## src/hdl/ifg_pkg.sv

```systemverilog
`timescale 1ns / 1ps
// ----------------------------------------------------------------------------
// ifg_pkg
// Shared types, constants and fixed-point helpers of the fling glide engine.
// ----------------------------------------------------------------------------
package ifg_pkg;

	localparam int FINGER_COUNT  = 10;
	localparam int FRACTION_BITS = 8;

	localparam int ADDR_W = (FINGER_COUNT > 1) ? $clog2(FINGER_COUNT) : 1;
	localparam int IDX_W  = $clog2(FINGER_COUNT + 1);
	localparam int FIX_W  = 24;
	localparam int CFG_W  = 23;
	// |scale * delta| * 2^FRACTION_BITS
	localparam int NUM_W  = 8 + 17 + FRACTION_BITS;
	localparam int DEN_W  = 32;

	localparam logic [1:0] CMD_DOWN = 2'd0;
	localparam logic [1:0] CMD_MOVE = 2'd1;
	localparam logic [1:0] CMD_LIFT = 2'd2;
	localparam logic [1:0] CMD_TICK = 2'd3;

	localparam logic [1:0] EV_DOWN = 2'd0;
	localparam logic [1:0] EV_MOVE = 2'd1;
	localparam logic [1:0] EV_LIFT = 2'd2;
	localparam logic [1:0] EV_HALT = 2'd3;

	localparam logic [1:0] CFG_VELOCITY_SCALE = 2'd0;
	localparam logic [1:0] CFG_DECAY_SINGLE   = 2'd1;
	localparam logic [1:0] CFG_DECAY_MULTI    = 2'd2;
	localparam logic [1:0] CFG_STOP_THRESHOLD = 2'd3;

	localparam logic signed [FIX_W:0] S24_MAX = 25'sd8388607;
	localparam logic signed [FIX_W:0] S24_MIN = -25'sd8388608;

	// one finger record, one memory word
	typedef struct packed {
		logic signed [15:0]      last_x;
		logic signed [15:0]      last_y;
		logic [31:0]             last_t;
		logic signed [15:0]      prior_x;
		logic signed [15:0]      prior_y;
		logic [31:0]             prior_t;
		logic signed [FIX_W-1:0] pos_x;
		logic signed [FIX_W-1:0] pos_y;
		logic signed [FIX_W-1:0] spd_x;
		logic signed [FIX_W-1:0] spd_y;
		logic [31:0]             start_t;
	} ent_t;

	typedef struct packed {
		logic              rd;
		logic              wr;
		logic [ADDR_W-1:0] addr;
	} mem_req_t;

	function automatic logic [FIX_W-1:0] mag24(input logic signed [FIX_W-1:0] v);
		logic signed [FIX_W:0] w;
		w = {v[FIX_W-1], v};
		return v[FIX_W-1] ? FIX_W'(-w) : FIX_W'(w);
	endfunction

	function automatic logic signed [FIX_W-1:0] sat24(input logic signed [FIX_W:0] v);
		if (v > S24_MAX) return S24_MAX[FIX_W-1:0];
		if (v < S24_MIN) return S24_MIN[FIX_W-1:0];
		return v[FIX_W-1:0];
	endfunction

	function automatic logic signed [FIX_W-1:0] to_fixed(input logic signed [15:0] px);
		logic signed [16+FRACTION_BITS-1:0] w;
		logic signed [FIX_W:0]              c;
		w = {px, {FRACTION_BITS{1'b0}}};
		if (16 + FRACTION_BITS > FIX_W + 1) begin
			if (w > (16+FRACTION_BITS)'(S24_MAX)) return S24_MAX[FIX_W-1:0];
			if (w < (16+FRACTION_BITS)'(S24_MIN)) return S24_MIN[FIX_W-1:0];
			return FIX_W'(w);
		end
		c = (FIX_W+1)'(w);
		return sat24(c);
	endfunction

	// whole pixels, toward zero, saturated to 16 bits
	function automatic logic [15:0] pixel(input logic signed [FIX_W-1:0] pos);
		logic [FIX_W-1:0] m;
		m = mag24(pos) >> FRACTION_BITS;
		if (pos[FIX_W-1]) begin
			if (m > FIX_W'(32768)) return 16'h8000;
			return 16'(-m);
		end
		if (m > FIX_W'(32767)) return 16'h7fff;
		return m[15:0];
	endfunction

	function automatic logic signed [FIX_W-1:0] decay(input logic signed [FIX_W-1:0] s,
			input logic [7:0] f);
		logic [FIX_W+7:0] p;
		logic [FIX_W-1:0] m;
		p = mag24(s) * f;
		m = p[FIX_W+7:8];
		return s[FIX_W-1] ? FIX_W'(-m) : FIX_W'(m);
	endfunction

	// signed quotient magnitude to a saturated 24-bit speed
	function automatic logic signed [FIX_W-1:0] sat_speed(input logic neg,
			input logic [NUM_W-1:0] q);
		if (neg) begin
			if (q > NUM_W'(8388608)) return S24_MIN[FIX_W-1:0];
			return FIX_W'(-q);
		end
		if (q > NUM_W'(8388607)) return S24_MAX[FIX_W-1:0];
		return FIX_W'(q);
	endfunction

endpackage

```

## src/hdl/ifg_mem.sv

```systemverilog
`timescale 1ns / 1ps
// ----------------------------------------------------------------------------
// ifg_mem
// Finger record store, one word per finger, registered read.
// ----------------------------------------------------------------------------
module ifg_mem import ifg_pkg::*; (
	input  logic     clk,
	input  mem_req_t req,
	input  ent_t     wdata,
	output ent_t     rdata
);
	ent_t mem [FINGER_COUNT];

	always_ff @(posedge clk) begin
		if (req.wr) begin
			mem[req.addr] <= wdata;
		end
		if (req.rd) begin
			rdata <= mem[req.addr];
		end
	end
endmodule

```

## config.mk

```make
export PLATFORM = sky130hd
export DESIGN_NAME = ifg_mem
export DESIGN_NICKNAME = d
export VERILOG_FILES = /design/src/hdl/ifg_pkg.sv /design/src/hdl/ifg_mem.sv
export SDC_FILE = /design/constraint.sdc
export NUM_CORES = 2
export LEC_CHECK = 0
export BUFFER_PORTS_ARGS = -buffer_cell sky130_fd_sc_hd__buf_4
export CAP_MARGIN = 0
export CORE_AREA = 2 2 461 463
export DETAILED_ROUTE_END_ITERATION = 10
export DIE_AREA = 0 0 463 465
export MAX_ROUTING_LAYER = met4
export PLACE_DENSITY = 0.74
export SLEW_MARGIN = 40
export SYNTH_ARGS = -nofsm -noshare
export SYNTH_HDL_FRONTEND = slang
export SYNTH_SLANG_ARGS = --single-unit
```

## constraint.sdc

```tcl
create_clock -name clk -period 23.3 [get_ports clk]
set_input_delay 3.495 -clock clk [delete_from_list [all_inputs] [get_ports clk]]
set_output_delay 3.495 -clock clk [all_outputs]
set_load 0.01 [all_outputs]
```

# After elaboration in Yosys (flattened, before gate mapping)
# Memory sizes are Yosys's and may differ from the RTL's. A register that Yosys moved wholly into a read port is not among the register bits.
# Cells that the tools add are included.
word_totals:
  reg_bits: 0
  ram_bits: 2560
  input_bits: 263
  output_inout_bits: 256
  elab_cells: 3
  mem_count: 1
classes:
  muxes: 2
mem_list:
  columns: ["memory", "words", "width", "rd", "rd_clocked_by_memory_dff", "write_ports", "line", "text"]
  rows:
  - ["mem", 10, 256, 1, 1, 1, "ifg_mem.sv:12", "ent_t mem [FINGER_COUNT];"]
ops:
  columns: ["cell", "count"]
  rows:
  - ["two-way mux 1 bit", 2]

# Logic depth before layout (Yosys ltp)
depth:
  depth_word: 2
  depth_mapped: 7
  mapped_depth_nobuf: 3

# Worst setup path after synthesis
# Ideal clock, no wire load.
synth_path:
  path_kind: "input port to flip-flop"
  from: "in req[3] (netlist name)"
  to: "mem mem[0][0] (netlist name) (enable)"
  arrival_time_ns: 21.489
  t_required_ns: 22.112
  path_slack_ns: 0.624
  cell_stages: 5
  path_buffers: 2
  cell_sequence: "buf_2 > nor2_1 > clkbuf_1 > nand2_1 > nor3_1"
synth_rtl:
  columns: ["element", "line", "text"]
  rows:
  - ["start, declared", "ifg_mem.sv:8", "input mem_req_t req,"]
  - ["end, declared", "ifg_mem.sv:12", null]
# No word-level cell before the write port.

==> impl_metrics.yaml <==
placed_design:
  placedInstanceArea_sq_um: 112000
  place_ws_ns: 14.63
  portBuffers: 518
  routabilityCongestion: 0.753
  dp_hpwl_um: 122000
min_path:
  hold_depth: 3
  hold_class: "flop to flop"
  hold_end: "rdata[11]$_DFFE_PP_"
  hp-start: "mem[8][11]$_DFFE_PP_"
layout:
  area_growth_pct: 16.0
  final_util_pct: 57.7
  nets: 5818
  final_layout_size_suffix_gt1_share_pct: 34.5
  final_area_sq_um: 122000
timing:
  fin_crit_ns: 7.28
  setup_viol: 0
  setup-tns-final_ns: 0
  timing.slew.headroom_pct: 41.6
  hold_violations: 0
  rsz0062_at_grt: "false"
  max_clock_freq_mhz: 137
  fin_ws_ns: 16.02
  worst_slew_pin_slew_ns: 0.876
  fin_skew_ns: 0.0735
  whs_ns: 0.624
  post-route-period-util_pct: 31.2
  slew_violations: 0
logic_synthesis:
  ys_ff_latch: 2816
  async_flop_share_pct: 0
  synth_ff_type: "edfxtp_1"
  yosysWarnings: 0
  syn_area_sq_um: 105000
  ys_types: 18
  ys_seq_area_share_pct: 80.7
  synthCells: 4885
  synth.avg_cell_area_sq_um: 21.5
  synth-edff-count: 2816
  syn_nets: 5148
route:
  via_per_inst: 5.93
  drt_iter0_drc: 6070
  wl_per_cell_um: 27.4
  first_pass_iters: 9
  num_vias: 51037
  drt.antenna.violating_nets: 0
  post-route-drc-count: 0
  routed_wl_um: 236000
worst_setup_path:
  critPathKind: "input port to flop"
  reg2reg_depth: 3
  cpMaxStageDelayCell: "buf_6"
  crit_path_max_fanout: 69
  start_kind: "input port"
  r2r-end: "rdata[137]$_DFFE_PP_"
  arrival_ns: 7.93
  cp.required_ns: 23.95
  cpMostUsedCell: "buf_6"
  crit_chain: "buf_8 -> buf_6 -> buf_6 -> buf_6 -> buf_6 -> buf_6 -> mux2_2 -> a222oi_1 -> nand2_1"
  critPathLaunch: "req[0]"
  cp-end-kind: "flop"
  slowest_delay_ns: 0.63
  r2r_start: "mem[7][137]$_DFFE_PP_"
  reg2reg_slack_ns: 21.81
global_routing:
  grt_pass1_vias: 52455
  grt_antenna_before_repair: 27
  overflow: 0
  grt_util_all_layers_pct: 22.3
  grt_max_degree: 128
  grt_pass1_wl_um: 346000
flow_run:
  maxCapViolations: 0
floorplan:
  die_area_sq_um: 215000
  rows: 169
  initial_utilization_pct: 49.7
  die_height_um: 465
  core-area_sq_um: 211000
  fp.dieW_um: 463
  io-pin-count: 519
clocking:
  clock_latency_ns: 0.96
  cts_tree: "done"
  cts_root_buffer: "clkbuf_16"
  postCtsSetupBuffers: 0
  cts.sink_count: 2816
  clk_pin_slew_ns: 0.06
  ctsLongestPathBuffers: 4
  cts_hold_buf: 0
  htreeDepth: 5
  cts_made_buffers: 298
  cts-resized-gates: 0
pwr:
  seq_power_share_pct: 53.6
  p_switching_uw: 2200
  cellPowerDensity_nw_per_um2: 88.2
  p_leak_uw: 0.0403
  p_int_uw: 8530
  ir_worst_vdd_mv: 0.0771
  switching_share_pct: 20.5
  comb_power_share_pct: 4.9
  power.share.clock_pct: 41.4
status:
  status: "complete, no violations"
[power groups by stage]
| stage | logic (uW) | clock network [uW] | registers (uW) |
|---|---|---|---|
| detailed placement | 529 | 0 | 5860 |
| floorplan | 258 | 0 | 5890 |
| finish | 527 | 4440 | 5750 |
| CTS | 531 | 4520 | 5750 |
| global placement | 513 | 0 | 5850 |
| global route | 565 | 4720 | 5760 |
[how the worst max path moves through the flow]
stage	endpoint	slack [ns]	depth (start not counted)
2_1_floorplan	mem[0][0]$_DFFE_PP_	0.62	5
3_3_place_gp	rdata[84]$_DFFE_PP_	13.93	9
3_5_place_dp	rdata[91]$_DFFE_PP_	14.63	9
4_1_cts	rdata[93]$_DFFE_PP_	15.64	9
5_1_grt	rdata[91]$_DFFE_PP_	15.72	9
6_report	rdata[96]$_DFFE_PP_	16.02	9
[cells in the mapped netlist (4+ instances only)]
cell type  count  area, sq um
nor2_1         8         30.0
clkbuf_1     123          462
edfxtp_1    2816        84600
mux2_4         4         60.1
buf_1         13         48.8
a222oi_1     256         2560
buf_4         21          158
buf_2         85          425
nand2_1      514         1930
mux2_2       698         7860
buf_6         16          180
mux4_2       256         5770
mux2_1        66          743
[layout make-up]
type / instances / area (sq um)
clock buffer: 356 / 7850
tap: 2821 / 3530
clock inverter: 150 / 1230
sequential: 2816 / 84600
fill: 14932 / 89200
multi-input combinational: 1811 / 19100
timing repair buffer: 628 / 5300
antenna: 27 / 67.6
[placed cells by master (no fill, tap or decap)]
cell type      n
nand3b_1       2
nand2b_1       2
mux2_2       698
inv_8          1
mux4_2       256
a222oi_1     256
buf_8          5
clkbuf_16    306
inv_16         1
edfxtp_1    2816
and3b_4        1
buf_16        13
clkinv_4       3
buf_4        562
clkinv_2      45
nor2_4         8
buf_6         36
mux2_4         4
mux2_1        66
nor3b_4        1
clkinv_8       3
nand2_1      514
clkinv_1      65
bufinv_16     18
inv_6          6
diode_2       27
clkbuf_1      50
nor3_2         3
buf_12        12
clkinvlp_4     8
[per-layer routing]
metal	part of all wire, %	track usage (%)	wire length [um]
met5	0	-	0
met4	2.4	6.24	5560
met3	8.2	4.38	19300
met1	39	28.9	93100
met2	50	36.1	118000
[critical path: cells and delay by family]
| family | cells | cell delay, ns |
|---|---|---|
| mux | 1 | 0.41 |
| simple gates | 1 | 0.09 |
| buf+inv | 6 | 3.28 |
| compound gates | 1 | 0.36 |
[through the flow]
| step | total power [uW] | cells |
|---|---|---|
| after floorplan | 6150 | 4885 |
| after global placement | 6370 | 8059 |
| after detailed placement | 6390 | 8069 |
| after CTS | 10800 | 8575 |
| after global routing | 11000 | 8604 |
| final | 10700 | 8609 |
[cells by family (layout without fill, tap and decap cells)]
logic type             count (synthesis)  count (layout)  share of synthesized area [%]
other                                  0              27                              0
buffers and inverters                258            1134                           1.21
multiplexers                        1024            1024                           13.8
AND/OR/NAND/NOR                      531             531                           1.93
AO/OA/AOI/OAI                        256             256                           2.44
flip-flops                          2816            2816                           80.7
[registers in the layout, indices dropped and copies added, names as in the netlist]
name   count
mem     2560
rdata    256
Power figures use the tool's default switching activity.
