===== config.mk =====
export PLATFORM = sky130hd
export DESIGN_NAME = ifg_div
export DESIGN_NICKNAME = d
export VERILOG_FILES = /design/src/hdl/ifg_pkg.sv /design/src/hdl/ifg_div.sv
export SDC_FILE = /design/constraint.sdc
export NUM_CORES = 1
export LEC_CHECK = 0
export ABC_AREA = 0
export BUFFER_PORTS_ARGS = -buffer_cell sky130_fd_sc_hd__buf_2
export CORE_ASPECT_RATIO = 0.7
export CORE_MARGIN = 1
export CORE_UTILIZATION = 58
export DETAILED_ROUTE_END_ITERATION = 8
export GPL_ROUTABILITY_DRIVEN = 1
export GPL_TIMING_DRIVEN = 0
export HOLD_SLACK_MARGIN = 0.12
export MAX_ROUTING_LAYER = met4
export PLACE_DENSITY = 0.8
export SLEW_MARGIN = 20
export SYNTH_ARGS = -nofsm -noshare
export SYNTH_HDL_FRONTEND = slang
export SYNTH_SLANG_ARGS = --single-unit

===== constraint.sdc =====
create_clock -name clk -period 3.15 [get_ports clk]
set_input_delay 0 -clock clk [delete_from_list [all_inputs] [get_ports clk]]
set_output_delay 0 -clock clk [all_outputs]
set_load 0.005 [all_outputs]

===== src/hdl/ifg_pkg.sv =====
`timescale 1ns / 1ps
// ----------------------------------------------------------------------------
// ifg_pkg
// Shared types, constants and fixed-point helpers of the fling glide engine.
// ----------------------------------------------------------------------------
package ifg_pkg;

	localparam int FINGER_COUNT  = 10;
	localparam int FRACTION_BITS = 8;

	localparam int ADDR_W = (FINGER_COUNT > 1) ? $clog2(FINGER_COUNT) : 1;
	localparam int IDX_W  = $clog2(FINGER_COUNT + 1);
	localparam int FIX_W  = 24;
	localparam int CFG_W  = 23;
	// |scale * delta| * 2^FRACTION_BITS
	localparam int NUM_W  = 8 + 17 + FRACTION_BITS;
	localparam int DEN_W  = 32;

	localparam logic [1:0] CMD_DOWN = 2'd0;
	localparam logic [1:0] CMD_MOVE = 2'd1;
	localparam logic [1:0] CMD_LIFT = 2'd2;
	localparam logic [1:0] CMD_TICK = 2'd3;

	localparam logic [1:0] EV_DOWN = 2'd0;
	localparam logic [1:0] EV_MOVE = 2'd1;
	localparam logic [1:0] EV_LIFT = 2'd2;
	localparam logic [1:0] EV_HALT = 2'd3;

	localparam logic [1:0] CFG_VELOCITY_SCALE = 2'd0;
	localparam logic [1:0] CFG_DECAY_SINGLE   = 2'd1;
	localparam logic [1:0] CFG_DECAY_MULTI    = 2'd2;
	localparam logic [1:0] CFG_STOP_THRESHOLD = 2'd3;

	localparam logic signed [FIX_W:0] S24_MAX = 25'sd8388607;
	localparam logic signed [FIX_W:0] S24_MIN = -25'sd8388608;

	// one finger record, one memory word
	typedef struct packed {
		logic signed [15:0]      last_x;
		logic signed [15:0]      last_y;
		logic [31:0]             last_t;
		logic signed [15:0]      prior_x;
		logic signed [15:0]      prior_y;
		logic [31:0]             prior_t;
		logic signed [FIX_W-1:0] pos_x;
		logic signed [FIX_W-1:0] pos_y;
		logic signed [FIX_W-1:0] spd_x;
		logic signed [FIX_W-1:0] spd_y;
		logic [31:0]             start_t;
	} ent_t;

	typedef struct packed {
		logic              rd;
		logic              wr;
		logic [ADDR_W-1:0] addr;
	} mem_req_t;

	function automatic logic [FIX_W-1:0] mag24(input logic signed [FIX_W-1:0] v);
		logic signed [FIX_W:0] w;
		w = {v[FIX_W-1], v};
		return v[FIX_W-1] ? FIX_W'(-w) : FIX_W'(w);
	endfunction

	function automatic logic signed [FIX_W-1:0] sat24(input logic signed [FIX_W:0] v);
		if (v > S24_MAX) return S24_MAX[FIX_W-1:0];
		if (v < S24_MIN) return S24_MIN[FIX_W-1:0];
		return v[FIX_W-1:0];
	endfunction

	function automatic logic signed [FIX_W-1:0] to_fixed(input logic signed [15:0] px);
		logic signed [16+FRACTION_BITS-1:0] w;
		logic signed [FIX_W:0]              c;
		w = {px, {FRACTION_BITS{1'b0}}};
		if (16 + FRACTION_BITS > FIX_W + 1) begin
			if (w > (16+FRACTION_BITS)'(S24_MAX)) return S24_MAX[FIX_W-1:0];
			if (w < (16+FRACTION_BITS)'(S24_MIN)) return S24_MIN[FIX_W-1:0];
			return FIX_W'(w);
		end
		c = (FIX_W+1)'(w);
		return sat24(c);
	endfunction

	// whole pixels, toward zero, saturated to 16 bits
	function automatic logic [15:0] pixel(input logic signed [FIX_W-1:0] pos);
		logic [FIX_W-1:0] m;
		m = mag24(pos) >> FRACTION_BITS;
		if (pos[FIX_W-1]) begin
			if (m > FIX_W'(32768)) return 16'h8000;
			return 16'(-m);
		end
		if (m > FIX_W'(32767)) return 16'h7fff;
		return m[15:0];
	endfunction

	function automatic logic signed [FIX_W-1:0] decay(input logic signed [FIX_W-1:0] s,
			input logic [7:0] f);
		logic [FIX_W+7:0] p;
		logic [FIX_W-1:0] m;
		p = mag24(s) * f;
		m = p[FIX_W+7:8];
		return s[FIX_W-1] ? FIX_W'(-m) : FIX_W'(m);
	endfunction

	// signed quotient magnitude to a saturated 24-bit speed
	function automatic logic signed [FIX_W-1:0] sat_speed(input logic neg,
			input logic [NUM_W-1:0] q);
		if (neg) begin
			if (q > NUM_W'(8388608)) return S24_MIN[FIX_W-1:0];
			return FIX_W'(-q);
		end
		if (q > NUM_W'(8388607)) return S24_MAX[FIX_W-1:0];
		return FIX_W'(q);
	endfunction

endpackage


===== src/hdl/ifg_div.sv =====
`timescale 1ns / 1ps
// ----------------------------------------------------------------------------
// ifg_div
// Restoring unsigned divider, one quotient bit per cycle.
// ----------------------------------------------------------------------------
module ifg_div import ifg_pkg::*; (
	input  logic             clk,
	input  logic             arst_n,
	input  logic             start,
	input  logic [NUM_W-1:0] dividend,
	input  logic [DEN_W-1:0] divisor,
	output logic [NUM_W-1:0] quotient,
	output logic             done
);
	localparam int CNT_W = $clog2(NUM_W + 1);

	logic             busy_q;
	logic [CNT_W-1:0] cnt_q;
	logic [NUM_W-1:0] dvd_q;
	logic [DEN_W-1:0] rem_q;
	logic [DEN_W-1:0] den_q;
	logic [DEN_W:0]   sh;
	logic             fits;

	assign sh   = {rem_q, dvd_q[NUM_W-1]};
	assign fits = sh >= {1'b0, den_q};

	always_ff @(posedge clk or negedge arst_n) begin
		if (!arst_n) begin
			busy_q <= 1'b0;
			done   <= 1'b0;
			cnt_q  <= '0;
		end else begin
			done <= 1'b0;
			if (start) begin
				busy_q <= 1'b1;
				cnt_q  <= CNT_W'(NUM_W);
			end else if (busy_q) begin
				cnt_q <= cnt_q - 1'b1;
				if (cnt_q == CNT_W'(1)) begin
					busy_q <= 1'b0;
					done   <= 1'b1;
				end
			end
		end
	end

	always_ff @(posedge clk) begin
		if (start) begin
			dvd_q <= dividend;
			den_q <= divisor;
			rem_q <= '0;
		end else if (busy_q) begin
			rem_q <= fits ? DEN_W'(sh - {1'b0, den_q}) : sh[DEN_W-1:0];
			dvd_q <= {dvd_q[NUM_W-2:0], fits};
		end
	end

	assign quotient = dvd_q;
endmodule


**Word level (Yosys, flattened, before mapping)**

Cells that the tools add are included.

- Magnitude comparators: 1
- Add/subtract/negate cells: 2
- Reductions and logical operators: 1
- Eq/ne operators: 1
- Muxes and demuxes: 11

Operators by type and width:

| cell | number |
|---|---|
| two-way mux 33 bit | 2 |
| >= comparator 33 x 32 -> 1 bit | 1 |
| two-way mux 32 bit | 1 |
| subtractor 32 bit | 1 |
| two-way mux 6 bit | 2 |
| equality test 6 x 1 -> 1 bit, second input constant | 1 |
| two-way mux 1 bit | 6 |
| subtractor 6 x 1 -> 6 bit, second input constant | 1 |
| nonzero test 2 bit | 1 |

- Output and inout bits: 34
- Flip-flop bits (word level): 105
- Input bits: 68
- Word-level logic and storage cells: 22

**Longest topological paths before layout**

- Depth in word-level cells: 4
- Gate-level depth with buffers: 12
- Mapped depth without buffers: 11

**Worst setup path before layout**

Ideal clock, no wire load.

- Kind: register -> register
- Start: reg den_q[20]
- End: reg dvd_q[0], in the netlist quotient[0] (data pin)
- Clock period less this slack: 2.520 ns
- Setup slack: 0.630 ns
- Setup time: 0.260 ns
- Cell stages (with the launch flop): 13
- Arrival: 2.260 ns
- Buffers on the path: 2
- Data required time: 2.890 ns
- Cell sequence: edfxtp_1 > inv_1 > ha_1 > buf_6 > a21o_1 > o21bai_1 > nor3_2 > nand3_1 > and3_4 > o21ai_4 > buf_6 > nand2_1 > mux2_2

- Cells in the longest elaborated chain, start to end: 3

RTL lines:

| what | RTL line | text |
|---|---|---|
| start: declaration | ifg_div.sv:21 | `logic [DEN_W-1:0] den_q;` |
| start signal: assignment | ifg_div.sv:51 | `den_q <= divisor;` |
| >= comparator 33 x 32 -> 1 bit | ifg_div.sv:26 | `assign fits = sh >= {1'b0, den_q};` |
| two-way mux 33 bit | ifg_div.sv:53 | `end else if (busy_q) begin` |
| two-way mux 33 bit | ifg_div.sv:49 | `if (start) begin` |
| end signal: assignment | ifg_div.sv:50 | `dvd_q <= dividend;` |
| end signal: assignment | ifg_div.sv:55 | `dvd_q <= {dvd_q[NUM_W-2:0], fits};` |
| end: declaration | ifg_div.sv:19 | `logic [NUM_W-1:0] dvd_q;` |

No other way between the ends. The select of a mux whose other input is x is not followed.
A chain may end at the register's enable or synchronous reset.

**Final worst setup path**

- Start: reg den_q[18]
- End: reg dvd_q[0], in the netlist quotient[0] (data pin)

The elaborated chain is that of the path after synthesis.

==> results_dict.tcl <==
set metrics [dict create \
    finalCriticalPeriod_ns 3.03 \
    design_area_um2 8080 \
    yosysWarnings 0 \
    setup_ws_ns 0.119 \
    async_flop_share_pct 7.62 \
    synth_area_per_cell_um2 9.86 \
    tightest_slew_ns 0.895 \
    p_clk_share_pct 18.6 \
    dp_hpwl_um 12800 \
    top_layer "met4" \
    cts.reportedPaths.clkPinSlew_ns 0.08 \
    slew_violations 0 \
    synth.distinct_cells 73 \
    synth_top_family_by_area "compound AO/OA/AOI/OAI gates" \
    drive_gt1_share_pct 23.1 \
    dp_cells 901 \
    finalNonFillerCells 984 \
    cp-end-kind "flip-flop" \
    routed-via-count 5835 \
    p_leak_nw 3.43 \
    num_io_pins 102 \
    max_freq_mhz 330 \
    worst_r2r_path_depth 12 \
    grt_usage_pct 34.0 \
    hold_viol 0 \
    die_h_um 90.1 \
    place_area_um2 7120 \
    grt_pass1_wl_um 29100 \
    sequentialPowerShare_pct 33.6 \
    synth_edf_count 65 \
    grt_max_degree 37 \
    ctsResizeCount 0 \
    ir_worst_vdd_v 0.000399 \
    routed_wirelength_um 18700 \
    synth_seq_area_share_pct 43.4 \
    vias_per_cell 5.93 \
    drtIter0Drc 642 \
    start_util_pct 60.9 \
    r2r-end "quotient[0]$_DFFE_PP_" \
    rows 31 \
    antenna_found_initial 0 \
    grt_pass1_vias 5676 \
    die-area_um2 11500 \
    clock-sinks 105 \
    fin_crit_sh_pct 96.2 \
    syn_area_um2 6430 \
    dpl_worst_slack_ns 0.162 \
    intPower_mw 3.60 \
    seq_area_um2 2790 \
    syn_nets 755 \
    rsz0062_at_grt "false" \
    r2r-start "den_q[18]$_DFFE_PP_" \
    antenna_left 0 \
    crit_chain "inv_1 -> ha_1 -> buf_2 -> a21oi_1 -> o21bai_1 -> nor3_2 -> nand3_1 -> and3_4 -> o21ai_4 -> buf_6 -> nand2_1 -> mux2_2" \
    synthAdderAreaFrac_pct 6.93 \
    status "complete, no violations" \
    hp-class "in2reg" \
    cts_tree "yes" \
    drt_drc_violations_left 0 \
    holdPathStages 1 \
    port_buffers 101 \
    diodes 0 \
    hold_path_end "den_q[26]$_DFFE_PP_" \
    clk_latency_ns 0.36 \
    wl_met3_um 1440 \
    cts_max_path_buffers 2 \
    slowest_stage "edfxtp_1" \
    power.switching_mw 2.58 \
    yosys_most_used_dff "edfxtp_1" \
    cp.arrival_ns 3.15 \
    syn_inst 652 \
    critPathMaxFanout 10 \
    multi_input_comb_area_um2 3270 \
    crit_path_start_kind "flip-flop" \
    p_comb_share_pct 47.9 \
    hp-start "start" \
    dr.pass1.iters 5 \
    yosys.area_share.simple_pct 14.5 \
    numCtsBuffers 9 \
    critical_path_class "reg2reg" \
    swShare_pct 41.7 \
    core_um2 10600 \
    cap_viol_max_count 0 \
    ctsRootBufferMaster "clkbuf_16" \
    place_congestion 0.972 \
    area_growth_pct 25.8 \
    synth_xor_area_share_pct 3.95 \
    die_w_um 128 \
    met1_length_um 8190 \
    r2r_slack_ns 0.12 \
    post_drt_wl_per_cell_um 19.0 \
    grt-ovfl-total 0 \
    cp_slowest_stage_delay_ns 0.36 \
    skew_ns 0.0122 \
    synth_compound_area_share_pct 19.1 \
    htree_levels 3 \
    setup_viol 0 \
    synthMuxAreaShare_pct 6.25 \
    nFillCells 724 \
    ys_ff_latch 105 \
    critPathRequiredTime_ns 3.27 \
    power_density_nw_per_um2 764 \
    met2_length_um 8600 \
    slew_headroom_pct 40.3 \
    layout.nets 934 \
]
power by group through the flow:
stage / Clock (mW) / Combinational [mW] / Sequential (mW)
6_report: 1.15 / 2.96 / 2.07
5_1_grt: 1.20 / 3.20 / 2.11
4_1_cts: 1.14 / 2.88 / 2.06
3_5_place_dp: 0 / 2.80 / 2.08
3_3_place_gp: 0 / 2.72 / 2.06
2_1_floorplan: 0 / 2.05 / 2.04
worst max path at each step:
stage | start | end | slack (ns) | depth (start not counted)
finish | den_q[18]$_DFFE_PP_ | quotient[0]$_DFFE_PP_ | 0.12 | 12
global route | den_q[18]$_DFFE_PP_ | quotient[0]$_DFFE_PP_ | 0.003 | 12
CTS | den_q[20]$_DFFE_PP_ | quotient[0]$_DFFE_PP_ | 0.16 | 12
detailed placement | den_q[20]$_DFFE_PP_ | quotient[0]$_DFFE_PP_ | 0.16 | 12
global placement | start | quotient[3]$_DFFE_PP_ | -0.03 | 5
floorplan | den_q[20]$_DFFE_PP_ | quotient[0]$_DFFE_PP_ | 0.63 | 12
metrics by stage:
stage          hold slack, ns  util, %  setup TNS [ns]  power, mW
2_1_floorplan          -0.296        -               0       4.09
3_3_place_gp           -0.156     67.5          -0.873       4.78
3_5_place_dp           -0.155     67.5               0       4.88
4_1_cts                 0.316     76.6               0       6.08
5_1_grt                 0.345     76.6               0       6.51
6_report                0.316     76.6               0       6.18
area by class of cell:
type                       instances  area share, %
multi-input combinational        463           40.4
sequential                       105           34.5
timing repair buffer             168           14.5
clock buffer                       9           2.79
buffer                            40           2.52
tap                              148           2.29
inverter                          44           2.04
clock inverter                     7          0.867
what timing repair did:
action / 4_1_cts / 5_1_grt
setup buffers: 0 / 0
hold endpoints to repair: 73 / 0
endpoints found under the setup margin: 0 / 0
hold buffers: 67 / 0
logic make-up after synthesis:
kind of cell | Yosys count
and+or+nand+nor | 190
AOI/OAI and AO/OA | 173
DFF | 105
buffers and inverters | 84
muxes | 36
adders and majority gates | 35
xor gates and xnor gates | 29
cells in the mapped netlist (8+ instances only):
cell type | number | area, µm²
nand3_1 | 32 | 160
dfxtp_1 | 32 | 641
o21ai_0 | 37 | 185
clkbuf_1 | 20 | 75.1
ha_1 | 34 | 425
edfxtp_1 | 65 | 1950
nand4_1 | 11 | 68.8
dfrtp_1 | 8 | 200
a311oi_1 | 20 | 175
buf_2 | 13 | 65.1
mux2_2 | 33 | 372
a21oi_1 | 33 | 165
xor2_1 | 11 | 96.3
nor3_1 | 9 | 45.0
nand2_1 | 41 | 154
a21o_1 | 12 | 90.1
inv_1 | 44 | 165
xnor2_1 | 18 | 158
nor2_1 | 55 | 206
worst max-delay path, delay by kind of cell (launching register included):
family | cells | cell delay (ns)
muxes | 1 | 0.31
AOI/OAI and AO/OA | 3 | 0.76
DFF | 1 | 0.36
and+or+nand+nor | 4 | 0.71
adders and majority gates | 1 | 0.21
buffers and inverters | 3 | 0.44
placed cells by master (no fill, tap or decap), types with 11 or more instances in the layout:
| cell type | n |
|---|---|
| a21o_1 | 12 |
| a21oi_1 | 33 |
| a311oi_1 | 20 |
| buf_2 | 114 |
| clkbuf_1 | 20 |
| dfxtp_1 | 32 |
| dlygate4sd3_1 | 67 |
| edfxtp_1 | 65 |
| ha_1 | 34 |
| inv_1 | 43 |
| mux2_2 | 33 |
| nand2_1 | 41 |
| nand3_1 | 32 |
| nand4_1 | 11 |
| nor2_1 | 55 |
| o21ai_0 | 37 |
| xnor2_1 | 18 |
| xor2_1 | 11 |
registers in the layout, summed over array words and instances (netlist names):
| register | cells |
|---|---|
| quotient | 33 |
| den_q | 32 |
| rem_q | 32 |
| cnt_q | 6 |
| busy_q | 1 |
| done | 1 |
per-layer routing:
metal | vias up | global-route usage [%]
met5 | - | -
met4 | 0 | 11.3
met3 | 33 | 6.79
met2 | 259 | 52.1
met1 | 2780 | 45.2
li1 | 2763 | -
Note: power is estimated with default switching activity, not from simulation.
